## config.mk

```make
export PLATFORM = sky130hd
export DESIGN_NAME = calendar_time_tick_core
export DESIGN_NICKNAME = d
export VERILOG_FILES = /design/src/ctt_pkg.sv /design/src/ctt_calc.sv /design/src/calendar_time_tick_core.sv
export SDC_FILE = /design/constraint.sdc
export NUM_CORES = 1
export LEC_CHECK = 0
export BUFFER_PORTS_ARGS = -buffer_cell sky130_fd_sc_hd__buf_4
export CAP_MARGIN = 25
export CORE_MARGIN = 4
export CORE_UTILIZATION = 50
export DETAILED_ROUTE_END_ITERATION = 12
export PLACE_DENSITY = 0.75
export SLEW_MARGIN = 5
export SYNTH_ARGS = -nofsm -noshare
export SYNTH_HDL_FRONTEND = slang
export SYNTH_SLANG_ARGS = --single-unit
```

## constraint.sdc

```tcl
create_clock -name clk -period 5.2 [get_ports clk]
set_input_delay 1.56 -clock clk [delete_from_list [all_inputs] [get_ports clk]]
set_output_delay 1.56 -clock clk [all_outputs]
set_load 0.005 [all_outputs]
```

## src/ctt_pkg.sv

```systemverilog
`timescale 1ns / 1ps

package ctt_pkg;

  localparam int unsigned IN_DATA_W  = 48;
  localparam int unsigned OUT_DATA_W = 48;

  localparam logic [6:0]  SEC_LIMIT   = 7'd60;
  localparam logic [6:0]  MIN_LIMIT   = 7'd60;
  localparam logic [5:0]  HOUR_LIMIT  = 6'd24;
  localparam logic [3:0]  WDAY_LIMIT  = 4'd7;
  localparam logic [4:0]  MONTH_LIMIT = 5'd13;
  localparam logic [14:0] YEAR_MAX    = 15'd9999;

  localparam logic [4:0]  DAY_FIRST   = 5'd1;
  localparam logic [3:0]  MONTH_FIRST = 4'd1;
  localparam logic [13:0] YEAR_RESET  = 14'd2000;

  localparam logic [3:0]  MONTH_FEB = 4'd2;
  localparam logic [3:0]  MONTH_APR = 4'd4;
  localparam logic [3:0]  MONTH_JUN = 4'd6;
  localparam logic [3:0]  MONTH_SEP = 4'd9;
  localparam logic [3:0]  MONTH_NOV = 4'd11;

  // multiplicative inverse of 25 modulo 2**14, and floor((2**14 - 1) / 25)
  localparam logic [13:0] INV25     = 14'd7209;
  localparam logic [13:0] DIV25_MAX = 14'd655;

  typedef enum logic {
    OP_TICK = 1'b0,
    OP_LOAD = 1'b1
  } ctt_op_t;

  typedef struct packed {
    logic [13:0] year;
    logic [3:0]  month;
    logic [4:0]  day;
    logic [2:0]  weekday;
    logic [4:0]  hour;
    logic [5:0]  minute;
    logic [5:0]  second;
  } ctt_time_t;

  typedef struct packed {
    logic day;
    logic minute;
  } ctt_carry_t;

  // divisible by 25 through the inverse test; leap when divisible by 4 and
  // either not by 100 or also by 400 (16 and 25)
  function automatic logic is_leap(input logic [13:0] y);
    logic [13:0] prod;
    logic        div25;
    prod  = y * INV25;
    div25 = (prod <= DIV25_MAX);
    return (y[1:0] == 2'b00) && (!div25 || (y[3:0] == 4'b0000));
  endfunction

  function automatic logic [4:0] month_days(input logic [3:0] m, input logic leap);
    logic [4:0] len;
    unique case (m)
      MONTH_FEB: len = leap ? 5'd29 : 5'd28;
      MONTH_APR, MONTH_JUN, MONTH_SEP, MONTH_NOV: len = 5'd30;
      default: len = 5'd31;
    endcase
    return len;
  endfunction

endpackage

```

## src/ctt_calc.sv

```systemverilog
`timescale 1ns / 1ps

module ctt_calc (
  input  ctt_pkg::ctt_op_t   op,
  input  ctt_pkg::ctt_time_t cur,
  input  ctt_pkg::ctt_time_t load,
  output ctt_pkg::ctt_time_t nxt,
  output ctt_pkg::ctt_carry_t carry
);

  logic [6:0]  sec_inc;
  logic [6:0]  min_inc;
  logic [5:0]  hour_inc;
  logic [3:0]  wday_inc;
  logic [5:0]  day_inc;
  logic [4:0]  month_inc;
  logic [14:0] year_inc;
  logic [4:0]  month_len;

  assign sec_inc   = {1'b0, cur.second} + 7'd1;
  assign min_inc   = {1'b0, cur.minute} + 7'd1;
  assign hour_inc  = {1'b0, cur.hour} + 6'd1;
  assign wday_inc  = {1'b0, cur.weekday} + 4'd1;
  assign day_inc   = {1'b0, cur.day} + 6'd1;
  assign month_inc = {1'b0, cur.month} + 5'd1;
  assign year_inc  = {1'b0, cur.year} + 15'd1;
  assign month_len = ctt_pkg::month_days(cur.month, ctt_pkg::is_leap(cur.year));

  always_comb begin
    nxt   = cur;
    carry = '0;
    if (op == ctt_pkg::OP_LOAD) begin
      nxt = load;
    end else if (sec_inc < ctt_pkg::SEC_LIMIT) begin
      nxt.second = sec_inc[5:0];
    end else begin
      nxt.second   = '0;
      carry.minute = 1'b1;
      if (min_inc < ctt_pkg::MIN_LIMIT) begin
        nxt.minute = min_inc[5:0];
      end else begin
        nxt.minute = '0;
        if (hour_inc < ctt_pkg::HOUR_LIMIT) begin
          nxt.hour = hour_inc[4:0];
        end else begin
          nxt.hour  = '0;
          carry.day = 1'b1;
          if (wday_inc < ctt_pkg::WDAY_LIMIT) begin
            nxt.weekday = wday_inc[2:0];
          end else begin
            nxt.weekday = 3'(wday_inc - ctt_pkg::WDAY_LIMIT);
          end
          if (day_inc <= {1'b0, month_len}) begin
            nxt.day = day_inc[4:0];
          end else begin
            nxt.day = ctt_pkg::DAY_FIRST;
            if (month_inc < ctt_pkg::MONTH_LIMIT) begin
              nxt.month = month_inc[3:0];
            end else begin
              nxt.month = ctt_pkg::MONTH_FIRST;
              if (year_inc <= ctt_pkg::YEAR_MAX) begin
                nxt.year = year_inc[13:0];
              end else begin
                nxt.year = '0;
              end
            end
          end
        end
      end
    end
  end

endmodule

```

## src/calendar_time_tick_core.sv

```systemverilog
`timescale 1ns / 1ps

// channel | dir | tuser       | tdata
// in_     | in  | [0] op      | [5:0] sec, [11:6] min, [16:12] hour, [19:17] wday,
//         |     |             | [24:20] day, [28:25] month, [42:29] year, rest 0
// out_    | out | none        | [5:0] sec, [11:6] min, [16:12] hour, [19:17] wday,
//         |     |             | [24:20] day, [28:25] month, [42:29] year,
//         |     |             | [43] minute_carry, [44] day_carry, rest 0
//
// One beat per cycle sustained while the output is not stalled.
// Path: input register, one pass of calendar carry logic, result register.
// Reset: time goes to 00:00:00, weekday 0, day 1, month 1, year 2000; both stages empty.
// A stalled output holds its beat; the input stage still takes one more beat.

module calendar_time_tick_core (
  input  logic                              clk,
  input  logic                              rst_n,
  input  logic                              in_tvalid,
  output logic                              in_tready,
  input  logic [ctt_pkg::IN_DATA_W-1:0]     in_tdata,   // load fields, see table
  input  logic [0:0]                        in_tuser,   // [0] op
  output logic                              out_tvalid,
  input  logic                              out_tready,
  output logic [ctt_pkg::OUT_DATA_W-1:0]    out_tdata   // time and carries, see table
);

  logic                in_valid_r;
  ctt_pkg::ctt_op_t    in_op_r;
  ctt_pkg::ctt_time_t  in_load_r;
  ctt_pkg::ctt_time_t  in_load;
  ctt_pkg::ctt_time_t  time_r;
  ctt_pkg::ctt_time_t  time_nxt;
  ctt_pkg::ctt_carry_t carry_nxt;
  logic                out_valid_r;
  ctt_pkg::ctt_time_t  out_time_r;
  ctt_pkg::ctt_carry_t out_carry_r;
  logic                advance;

  assign advance   = in_valid_r && (!out_valid_r || out_tready);
  assign in_tready = !in_valid_r || advance;

  always_comb begin
    in_load.second  = in_tdata[5:0];
    in_load.minute  = in_tdata[11:6];
    in_load.hour    = in_tdata[16:12];
    in_load.weekday = in_tdata[19:17];
    in_load.day     = in_tdata[24:20];
    in_load.month   = in_tdata[28:25];
    in_load.year    = in_tdata[42:29];
  end

  ctt_calc u_calc (
    .op    (in_op_r),
    .cur   (time_r),
    .load  (in_load_r),
    .nxt   (time_nxt),
    .carry (carry_nxt)
  );

  always_ff @(posedge clk) begin
    if (!rst_n) begin
      in_valid_r <= 1'b0;
    end else if (in_tready) begin
      in_valid_r <= in_tvalid;
    end
    if (in_tvalid && in_tready) begin
      in_op_r   <= ctt_pkg::ctt_op_t'(in_tuser[0]);
      in_load_r <= in_load;
    end
  end

  always_ff @(posedge clk) begin
    if (!rst_n) begin
      time_r.second  <= '0;
      time_r.minute  <= '0;
      time_r.hour    <= '0;
      time_r.weekday <= '0;
      time_r.day     <= ctt_pkg::DAY_FIRST;
      time_r.month   <= ctt_pkg::MONTH_FIRST;
      time_r.year    <= ctt_pkg::YEAR_RESET;
      out_valid_r    <= 1'b0;
    end else begin
      if (advance) begin
        time_r      <= time_nxt;
        out_valid_r <= 1'b1;
      end else if (out_tready) begin
        out_valid_r <= 1'b0;
      end
    end
    if (advance) begin
      out_time_r  <= time_nxt;
      out_carry_r <= carry_nxt;
    end
  end

  assign out_tvalid = out_valid_r;
  assign out_tdata  = {3'b000, out_carry_r.day, out_carry_r.minute, out_time_r.year,
                       out_time_r.month, out_time_r.day, out_time_r.weekday,
                       out_time_r.hour, out_time_r.minute, out_time_r.second};

  a_reset_empty: assert property (@(posedge clk) !rst_n |=> !out_valid_r && !in_valid_r)
    else $error("stages not empty after reset");

  a_out_tracks_time: assert property (@(posedge clk) disable iff (!rst_n)
    out_valid_r |-> out_time_r == time_r)
    else $error("result beat differs from calendar state");

  a_minute_carry: assert property (@(posedge clk) disable iff (!rst_n)
    out_valid_r && out_carry_r.minute |-> out_time_r.second == '0)
    else $error("minute carry without second rollover");

  a_day_carry: assert property (@(posedge clk) disable iff (!rst_n)
    out_valid_r && out_carry_r.day |->
      out_carry_r.minute && out_time_r.minute == '0 && out_time_r.hour == '0)
    else $error("day carry without midnight");

  a_stall_cause: assert property (@(posedge clk) disable iff (!rst_n)
    !in_tready |-> in_valid_r && out_valid_r && !out_tready)
    else $error("input stalled with room downstream");

endmodule

```

==> run metrics, run 1 <==
crit share post-route=101%; crit path buf inv count=6; sequential share of power=between 40% and 50%; Starting DRT DRC Count=~600; die area=around 18000 sq um; Clock Latency Late Sink=0.42 ns; CTS Buffer Depth=2; worst-margin pin slew=approximately 0.87 ns; First-pass DRT Iterations=5; CTS root buf=clkbuf_16; CP top delay family=adder cells; FILL cells=between 1000 and 1500; TritonCTS Buffers=17; Internal=between 2000 and 2500 uW; via count=6562; max incr delay on CP=0.57 ns; cell row count=45; CP max-delay cell=fa_1; Switch Pwr=roughly 770 uW; gr usage total=approximately 22%; Avg WL per Cell=17.5 um; Ports=103; CP cell instances=fa_1 > ha_1 > ha_1 > inv_1 > fa_1 > fa_1 > inv_2 > ha_4 > o41ai_2 > xnor2_1 > a31oi_1 > buf_4 > ha_4 > nor2b_4 > o21ai_4 > o221ai_4 > nand4_1 > buf_6 > nor2_2 > buf_6 > buf_4 > a31oi_2 > a2bb2oi_2; Peak VDD IR=roughly 0.29 mV; vias in the first global route=6214; HP Start=time_r[5]$_SDFFE_PN0P_; Die Y=around 130 um; worst-path maximum fanout=5; antenna violations before repair=0; Critical Path Most Common Cell=fa_1; # diodes=0; Synthesis Warnings=0; Pwr per Cell Area=307 nW/um^2; Req. time, crit path=5.46 ns; Detail Route Antenna Nets=0; final wirelength=roughly 20 mm; Distinct cells, synth=74; syn_area_per_cell=about 9.8 sq um; layout cells sized above 1=between 20% and 30%; Reg2Reg Launch Point=time_r[31]$_SDFFE_PN0P_; pin count of the biggest net entering global routing=81; Cells after Synth=793; max_cap viols=0; LEAKAGE=~0.0039 uW; Slew headroom=approximately 42%; FF+latch count, synth=approximately 130; sw frac=between 20 and 30%; combinational power share=about 19%; area of the multi-input gates=about 4100 sq um; sequential share of the synthesized area=between 40% and 50%; run status=finished with violations; RSZ-0062 raised after global routing=true; GPL Wtd Cong=just under 0.9; Worst Hold Class=reg2reg; routed vias/inst=approximately 5.9; global-route wire length before repair=31.1 mm; Tmin final=around 5.2 ns; Final Max Slew Viols=0; Worst Setup SP=time_r[31]$_SDFFE_PN0P_; clk_skew=about 0.0086 ns; Core ar.=between 15000 and 20000 sq um; GRT Residual Overflow=0; CTS tree=yes; area grow syn2layout=28.7%; Initial Util=between 50% and 60%; post-detail-place hpwl=~12 mm; final total power=about 3100 uW; crit path DAT=roughly 5.5 ns; Critical Path Start Type=flip-flop; FF/Latch Area=about 3600 sq um; ys flop type=edfxtp_1; setup slack after layout=-0.0326 ns; clock share of power=about two fifths; FMAX=between 150 and 200 MHz; final hold violation count=0; area of the mapped netlist=between 7000 and 8000 sq um; Post-synth EDFFs=89; # DRC=0; endpoint class of the critical path=flip-flop; hold_buf cts=0; Async S/R FF share, synth=0%; final hold slack=between 0.4 and 0.5 ns; Die X=around 130 um; Port Buf Inserts=between 90 and 100; nets@finish=about 1000; failing checks=setup timing; # clock sinks=about 130; # H-tree levels=4; Setup Crit Path Kind=reg2reg; Final setup viols=3; CTS clk-pin slew, worst paths=approximately 0.05 ns; Fin Setup TNS=-0.0415 ns
[layer usage]
layer  share of wire, %  vias to the layer above  routed length [um]  global-route usage, %
li1                   -                     3110                   -                      -
met1                 44                     3133                8650                   30.2
met2                 46                      282                9020                   33.6
met3                7.5                       37                1470                   4.87
met4                2.4                        0                 462                   9.18
met5                  0                        -                   0                      0
[power groups by stage]
stage	clock network, uW	registers (uW)	logic [uW]
2_1_floorplan	0	1250	345
3_3_place_gp	0	1260	507
3_5_place_dp	0	1260	524
4_1_cts	1250	1240	571
5_1_grt	1290	1240	659
6_report	1230	1240	591
[worst min-delay path: cells and delay by family, from the launching register on]
| kind | cells | cell delay [ns] |
|---|---|---|
| simple gates | 1 | 0.06 |
| compound gates | 1 | 0.06 |
| flops | 1 | 0.33 |
[state kept, by name, summed over array words and instances (netlist names)]
register	count
in_load_r	43
out_tvalid	1
in_op_r	1
in_valid_r	1
out_tdata	45
time_r	43
[stage by stage]
step | util [%] | instance area, sq um | worst slack (ns) | instances
5_1_grt | 65.7 | 9990 | -0.252 | 1119
3_5_place_dp | 58.4 | 8880 | -0.561 | 1079
6_report | 65.7 | 9990 | -0.0326 | 1119
4_1_cts | 64.4 | 9800 | 0.000441 | 1116
2_1_floorplan | - | 7770 | 0.00885 | 795
3_3_place_gp | 58.3 | 8860 | -0.488 | 1078
[final cells by class]
type                       instances  share of cell area [%]
clock inverter                    10                    1.54
tap                              188                    2.36
clock buffer                      22                    4.45
sequential                       134                    35.9
multi-input combinational        555                    41.5
timing repair buffer             155                    12.2
inverter                          55                    2.07
[synth_stat cells, drive strengths merged (19+ instances only)]
cell / count / share of area [%]
nand2: 106 / 5.2
edfxtp: 89 / 34
a21oi: 54 / 3.5
inv: 54 / 2.6
ha: 53 / 8.5
nor2: 46 / 2.2
o21ai: 46 / 3.0
dfxtp: 45 / 12
clkbuf: 29 / 1.4
buf: 23 / 1.7
nand3: 22 / 1.4
xnor2: 19 / 2.1
[cell families (layout without fill, tap and decap cells)]
logic type / after synthesis / count (layout) / synth area share (%)
mux: 6 / 6 / 0.790
simple gates: 256 / 257 / 15.8
other cells: 1 / 3 / 0.0483
compound gates: 198 / 198 / 17.0
buf+inv: 107 / 242 / 5.79
xor+xnor: 27 / 27 / 3.05
flops: 134 / 134 / 46.1
fa+ha+maj: 64 / 64 / 11.4
[path summary, 6_finish.rpt]
path / to / slack (ns) / cells after the start
setup / recovery: out_tdata[35]$_DFFE_PP_ / -0.03 / 23
hold / removal: time_r[5]$_SDFFE_PN0P_ / 0.50 / 2
setup reg to reg: out_tdata[35]$_DFFE_PP_ / -0.03 / 23
hold reg to reg: time_r[5]$_SDFFE_PN0P_ / 0.50 / 2
[layout by cell type (no fill, tap or decap), types with 11 or more instances in the layout]
| cell type | n |
|---|---|
| buf_4 | 143 |
| nand2_1 | 103 |
| edfxtp_1 | 89 |
| a21oi_1 | 48 |
| inv_1 | 48 |
| nor2_1 | 43 |
| ha_1 | 39 |
| o21ai_0 | 38 |
| dfxtp_1 | 38 |
| nand3_1 | 22 |
| xnor2_1 | 19 |
| clkbuf_16 | 17 |
| a31oi_1 | 13 |
| ha_4 | 13 |
| nor3_1 | 11 |
| buf_6 | 11 |
[what timing repair did]
action / in CTS / in global routing
pin swaps: 38 / 31
setup endpoints to repair: 46 / 43
cloned: 1 / 0
setup buffers: 5 / 4
gates resized for setup: 54 / 38
hold endpoints to repair: 0 / 0
Power figures use the tool's default switching activity.
==> inputs of run 2 (changes only) <==
ABC_AREA = 1   (was not set)
CORE_UTILIZATION = 53   (was 50)
PLACE_DENSITY = 0.79   (was 0.75)
==> run metrics, run 2 <==
run status=finished with violations (unchanged); failing checks=setup timing (unchanged); Async S/R FF share, synth=0% (unchanged); First-pass DRT Iterations=5 (unchanged); RSZ-0062 raised after global routing=true (unchanged); Final setup viols=26 (was 3); commonest non-fill, non-tap cells in the layout=nand2_1, buf_4, inv_1, edfxtp_1, nor2_1 (was buf_4, nand2_1, edfxtp_1, a21oi_1, inv_1); Die Y=128 um (was 133 um); via count=6493 (was 6562); Initial Util=54.5% (was 51.0%); post-place instance area=8760 sq um (was 8880 sq um); most common cell in the netlist=nand2_1 (unchanged); # DRC=0 (unchanged); GRT Residual Overflow=0 (unchanged); # clock sinks=134 (unchanged); area grow syn2layout=29.5% (was 28.7%); worst-margin pin slew=0.708 ns (was 0.866 ns); Tmin final=5.32 ns (was 5.23 ns); top cells by area, synth=edfxtp_1, dfxtp_1, ha_1 (unchanged); Reg2Reg Setup Slack=-0.12 ns (was -0.03 ns); Final Max Slew Viols=0 (unchanged); Reg2Reg Launch Point=time_r[30]$_SDFFE_PN0P_ (was time_r[31]$_SDFFE_PN0P_); CTS tree=yes (unchanged); Pwr per Cell Area=331 nW/um^2 (was 307 nW/um^2); area of the multi-input gates=3840 sq um (was 4150 sq um); TritonCTS Buffers=17 (unchanged); FILL cells=987 (was 1164); Avg WL per Cell=16.4 um (was 17.5 um); Port Buf Inserts=94 (unchanged); # diodes=0 (unchanged); Clock Latency Late Sink=0.42 ns (about the same); reg-to-reg critical path endpoint=out_tdata[35]$_DFFE_PP_ (unchanged); max_cap viols=0 (unchanged); final total power=3280 uW (was 3060 uW); Ports=103 (unchanged); Starting DRT DRC Count=737 (was 596); FF/Latch Area=3580 sq um (about the same); crit share post-route=102% (was 101%); Post-synth EDFFs=89 (unchanged); Synthesis Warnings=0 (unchanged); Peak VDD IR=0.279 mV (was 0.286 mV); Setup Crit Path Kind=reg2reg (unchanged); nets@finish=1111 (was 1035); pre-CTS setup slack=-0.370 ns (was -0.561 ns); CTS root buf=clkbuf_16 (unchanged); Die X=128 um (was 133 um); worst-path maximum fanout=4 (was 5); fin util=70.6% (was 65.7%); top cells by count, synth=nand2_1, inv_1, edfxtp_1, a21oi_1, nand3_1 (was nand2_1, edfxtp_1, a21oi_1, ha_1, inv_1); crit path DAT=5.49 ns (about the same); Worst Hold Class=reg2reg (unchanged); area leader, netlist=edfxtp_1 (unchanged); Slew headroom=52.8% (was 42.3%); ys flop type=edfxtp_1 (unchanged); Distinct cells, synth=47 (was 74); # H-tree levels=4 (unchanged); post-detail-place hpwl=11.8 mm (was 12.3 mm); vias in the first global route=6142 (was 6214); clk_skew=0.0106 ns (was 0.00863 ns); routed vias/inst=5.47 (was 5.86); top-area cell type share of the netlist area=34.9% (was 34.5%); global-route wire length before repair=30.1 mm (was 31.1 mm); Worst Setup SP=time_r[30]$_SDFFE_PN0P_ (was time_r[31]$_SDFFE_PN0P_); Setup crit end=out_tdata[35]$_DFFE_PP_ (unchanged); most common cell after layout, fill and taps aside=nand2_1 (was buf_4); FMAX=188 MHz (was 191 MHz); pin count of the biggest net entering global routing=57 (was 81); die area=16400 sq um (was 17600 sq um); setup slack after layout=-0.116 ns (was -0.0326 ns); Core ar.=14000 sq um (was 15200 sq um); antenna violations before repair=0 (unchanged); Cells after Synth=858 (was 793); layout cells sized above 1=29.0% (was 27.6%); final hold violation count=0 (unchanged); LEAKAGE=0.00449 uW (was 0.00394 uW); endpoint class of the critical path=flip-flop (unchanged); Min-Delay Path Depth=2 (unchanged); CTS clk-pin slew, worst paths=0.06 ns (was 0.05 ns); Req. time, crit path=5.37 ns (was 5.46 ns); FF+latch count, synth=134 (unchanged); sequential share of the synthesized area=46.7% (was 46.1%); max FFs per register=45 (unchanged); cell row count=43 (was 45); syn_area_per_cell=8.93 sq um (was 9.78 sq um); area of the mapped netlist=7660 sq um (was 7760 sq um); CTS Buffer Depth=2 (unchanged); Fin Setup TNS=-1.59 ns (was -0.0415 ns); final wirelength=19.5 mm (was 19.6 mm); Worst Reg2Reg Path Length in Cells=27 (was 23); final instance area=9920 sq um (was 9990 sq um); gr usage total=23.2% (was 21.9%); Critical Path Start Type=flip-flop (unchanged); GPL Wtd Cong=0.862 (was 0.867); Detail Route Antenna Nets=0 (unchanged)
run 2: changes by cell type in the layout (fill, tap and decap cells not counted), moves of 12 or more:
| cell | before | now |
|---|---|---|
| or2_2 | 0 | 17 |
| inv_1 | 48 | 125 |
| a31oi_1 | 13 | 1 |
| nand2_1 | 103 | 150 |
| nand3_1 | 22 | 43 |
| nand2_2 | 2 | 16 |
run 2: kinds of logic (layout without fill, tap and decap cells):
kind of cell | Yosys count | in the layout | synth area share, %
other cells | 1 | 3 | 0.0490
compound gates | 144 | 144 | 10.6
fa+ha+maj | 64 | 64 | 11.5
buf+inv | 163 | 310 | 8.35
xor+xnor | 29 | 29 | 3.32
simple gates | 323 | 323 | 19.5
flops | 134 | 134 | 46.7
run 2: final cells by class:
class | instances | share of cell area, %
clock buffer | 19 | 4.36
clock inverter | 13 | 1.59
inverter | 132 | 5.01
multi-input combinational | 563 | 38.7
sequential | 134 | 36.1
tap | 180 | 2.27
timing repair buffer | 146 | 12.0
run 2: worst max-delay path, cell delays in order (launching register included):
cell,delay (ns)
dfxtp_2,0.34
fa_1,0.59
ha_4,0.23
ha_4,0.26
inv_2,0.03
fa_1,0.45
fa_1,0.51
inv_2,0.05
ha_4,0.22
a21oi_2,0.14
o21ai_1,0.09
a31oi_2,0.22
nand3_1,0.13
nand3_2,0.11
nand2_1,0.06
nand2_2,0.09
ha_4,0.20
a21oi_2,0.15
nand3_2,0.10
nor2_2,0.10
nor2_2,0.07
nor2_4,0.14
nand4_4,0.11
buf_12,0.17
buf_8,0.14
a21oi_4,0.14
o21ai_4,0.07
and2_4,0.16
run 2: how the worst min path moves through the flow:
stage,endpoint,from,slack [ns]
6_report,out_tvalid$_SDFFE_PN0P_,out_tvalid$_SDFFE_PN0P_,0.52
5_1_grt,out_tvalid$_SDFFE_PN0P_,out_tvalid$_SDFFE_PN0P_,0.56
4_1_cts,out_tvalid$_SDFFE_PN0P_,out_tvalid$_SDFFE_PN0P_,0.51
3_5_place_dp,out_tvalid$_SDFFE_PN0P_,out_tvalid$_SDFFE_PN0P_,0.50
3_3_place_gp,out_tvalid$_SDFFE_PN0P_,out_tvalid$_SDFFE_PN0P_,0.49
2_1_floorplan,out_tvalid$_SDFFE_PN0P_,out_tvalid$_SDFFE_PN0P_,0.49
run 2: through the flow:
step                      hold slack (ns)  cells
after detailed placement            0.504   1140
after floorplan                     0.495    860
final                               0.519   1187
after CTS                           0.512   1180
after global routing                0.560   1187
after global placement              0.489   1140
run 2: metal layers:
layer  up-vias  GRT usage (%)  wire [um]
met4         0           7.87        410
met1      3034           31.0       7960
li1       3107              -          -
met2       308           38.1       9540
met3        44           4.21       1560
met5         -              0          0
run 2: timing repair:
action | 4_1_cts | 5_1_grt
hold buffers | 0 | 0
pin swaps | 27 | 32
gates cloned | 2 | 0
gates resized for setup | 38 | 58
setup endpoints to repair | 38 | 40
setup buffers | 6 | 8
run 2: where the power goes:
part | switching [uW] | internal (uW)
Sequential | 43.7 | 1210
Clock | 448 | 749
Combinational | 460 | 370
==> inputs of run 3 (changes only) <==
CORE_UTILIZATION = 54   (was 53)
CTS_BUF_LIST = sky130_fd_sc_hd__clkbuf_4 sky130_fd_sc_hd__clkbuf_8   (was not set)
PLACE_DENSITY = 0.8   (was 0.79)
REMOVE_ABC_BUFFERS = 1   (was not set)
==> run metrics, run 3 (synthesized netlist as in run 2, its figures left out) <==
Clock Latency Late Sink=0.44 ns (was 0.42 ns); First-pass DRT Iterations=5 (unchanged); CTS tree=yes (unchanged); Die Y=127 um (was 128 um); Starting DRT DRC Count=472 (was 737); # H-tree levels=4 (unchanged); area grow syn2layout=27.8% (was 29.5%); Critical Path Start Type=flip-flop (unchanged); final hold violation count=0 (unchanged); RSZ-0062 raised after global routing=true (unchanged); # DRC=0 (unchanged); Reg2Reg Launch Point=time_r[31]$_SDFFE_PN0P_ (was time_r[30]$_SDFFE_PN0P_); vias in the first global route=6246 (was 6142); HP Start=in_load_r[3]$_DFFE_PP_ (was out_tvalid$_SDFFE_PN0P_); FMAX=188 MHz (about the same); Post-Layout Cell Count=1183 (was 1187); pin count of the biggest net entering global routing=47 (was 57); clk_skew=0.0169 ns (was 0.0106 ns); routed vias/inst=5.41 (was 5.47); Tmin final=5.31 ns (was 5.32 ns); most common cell after layout, fill and taps aside=nand2_1 (unchanged); hold_buf cts=0 (unchanged); # clock sinks=134 (unchanged); Req. time, crit path=5.54 ns (was 5.37 ns); Worst Hold Class=reg2reg (unchanged); post-place instance area=8720 sq um (was 8760 sq um); final total power=3170 uW (was 3280 uW); crit share post-route=102% (about the same); LEAKAGE=0.00446 uW (was 0.00449 uW); Pwr per Cell Area=324 nW/um^2 (was 331 nW/um^2); CTS root buf=clkbuf_8 (was clkbuf_16); setup slack after layout=-0.112 ns (was -0.116 ns); FF/Latch Area=3580 sq um (about the same); Final setup viols=30 (was 26); Detail Route Antenna Nets=0 (unchanged); worst-margin pin slew=0.649 ns (was 0.708 ns); Ports=103 (unchanged); Avg WL per Cell=15.4 um (was 16.4 um); post-detail-place hpwl=11.5 mm (was 11.8 mm); crit path DAT=5.66 ns (was 5.49 ns); max FFs per register=45 (unchanged); area of the multi-input gates=3810 sq um (was 3840 sq um); CTS Buffer Depth=2 (unchanged); global-route wire length before repair=29.2 mm (was 30.1 mm); Reg2Reg Setup Slack=-0.11 ns (was -0.12 ns); reg-to-reg critical path endpoint=time_r[29]$_SDFFE_PN0P_ (was out_tdata[35]$_DFFE_PP_); GRT Residual Overflow=0 (unchanged); CP max-delay cell=fa_1 (unchanged); Worst Reg2Reg Path Length in Cells=30 (was 27); antenna violations before repair=0 (unchanged); GPL Wtd Cong=0.912 (was 0.862); max_cap viols=0 (unchanged); cell total after placement=1137 (was 1140); Final Max Slew Viols=0 (unchanged); final instance area=9780 sq um (was 9920 sq um); max incr delay on CP=0.59 ns (about the same); # diodes=0 (unchanged); cell row count=43 (unchanged); Port Buf Inserts=94 (unchanged); layout cells sized above 1=30.2% (was 29.0%); Fin Setup TNS=-1.70 ns (was -1.59 ns); Initial Util=55.2% (was 54.5%); Worst Setup SP=time_r[31]$_SDFFE_PN0P_ (was time_r[30]$_SDFFE_PN0P_); failing checks=setup timing (unchanged); run status=finished with violations (unchanged); Setup Crit Path Kind=reg2reg (unchanged); die area=16200 sq um (was 16400 sq um); nets@finish=1107 (was 1111); Peak VDD IR=0.259 mV (was 0.279 mV); Slew headroom=56.7% (was 52.8%); commonest non-fill, non-tap cells in the layout=nand2_1, buf_4, inv_1, edfxtp_1, nor2_1 (unchanged); pre-CTS setup slack=-0.273 ns (was -0.370 ns); worst-path maximum fanout=8 (was 4); endpoint class of the critical path=flip-flop (unchanged); Core ar.=13900 sq um (was 14000 sq um); gr usage total=22.4% (was 23.2%); final wirelength=18.3 mm (was 19.5 mm); CTS clk-pin slew, worst paths=0.09 ns (was 0.06 ns); FILL cells=968 (was 987); TritonCTS Buffers=17 (unchanged); Setup crit end=time_r[29]$_SDFFE_PN0P_ (was out_tdata[35]$_DFFE_PP_); Die X=127 um (was 128 um); via count=6405 (was 6493)
## run 3: changes by cell type in the layout (fill, tap and decap cells not counted), sizes merged
cell	delta
bufinv	+4
clkinvlp	-4
buf	-3
clkbuf	-1
## run 3: worst min-delay path by stage
stage,cells after the start,endpoint,slack [ns]
finish,2,out_tdata[3]$_DFFE_PP_,0.56
global route,2,out_tvalid$_SDFFE_PN0P_,0.56
CTS,2,out_tvalid$_SDFFE_PN0P_,0.53
detailed placement,2,out_tvalid$_SDFFE_PN0P_,0.52
global placement,2,out_tvalid$_SDFFE_PN0P_,0.50
floorplan,2,out_tvalid$_SDFFE_PN0P_,0.49
## run 3: repair_timing
item,4_1_cts,5_1_grt
setup buffers,11,5
pin swaps,21,41
gates resized for setup,33,72
setup endpoints to repair,38,46
gates cloned,1,0
## run 3: per-stage QoR
step,util [%],hold WS (ns)
floorplan,-,0.495
global placement,62.8,0.497
detailed placement,62.8,0.522
CTS,68.3,0.533
global route,70.5,0.563
finish,70.5,0.555
## run 3: report_power, final
part / internal, uW / switching [uW] / leakage [uW] / total (uW)
combinational: 356 / 458 / 0.00297 / 814
clock: 692 / 407 / 0.000256 / 1100
sequential: 1210 / 44.4 / 0.00123 / 1250
total: 2260 / 909 / 0.00446 / 3170
## run 3: area by class of cell
| cell class | instances | area share, % |
|---|---|---|
| clock buffers | 19 | 2.67 |
| clock inverters | 13 | 2.56 |
| inverters | 132 | 5.08 |
| multi-input cells | 563 | 39.0 |
| flip-flops and latches | 134 | 36.6 |
| well taps | 180 | 2.30 |
| repair buffers | 142 | 11.8 |
## run 3: layer usage
metal	routed length, um	track usage [%]	vias up
met2	9250	38.6	235
met4	636	10.4	0
met1	7290	27.6	3025
met5	0	0	-
met3	1080	3.80	56
li1	-	-	3089
## run 3: worst max-delay path: cells and delay by family (launching register included)
kind            cells  cell delay [ns]
fa+ha+maj           7             2.50
simple gates       14             1.49
compound gates      4             0.53
buf+inv             5             0.35
flops               1             0.34
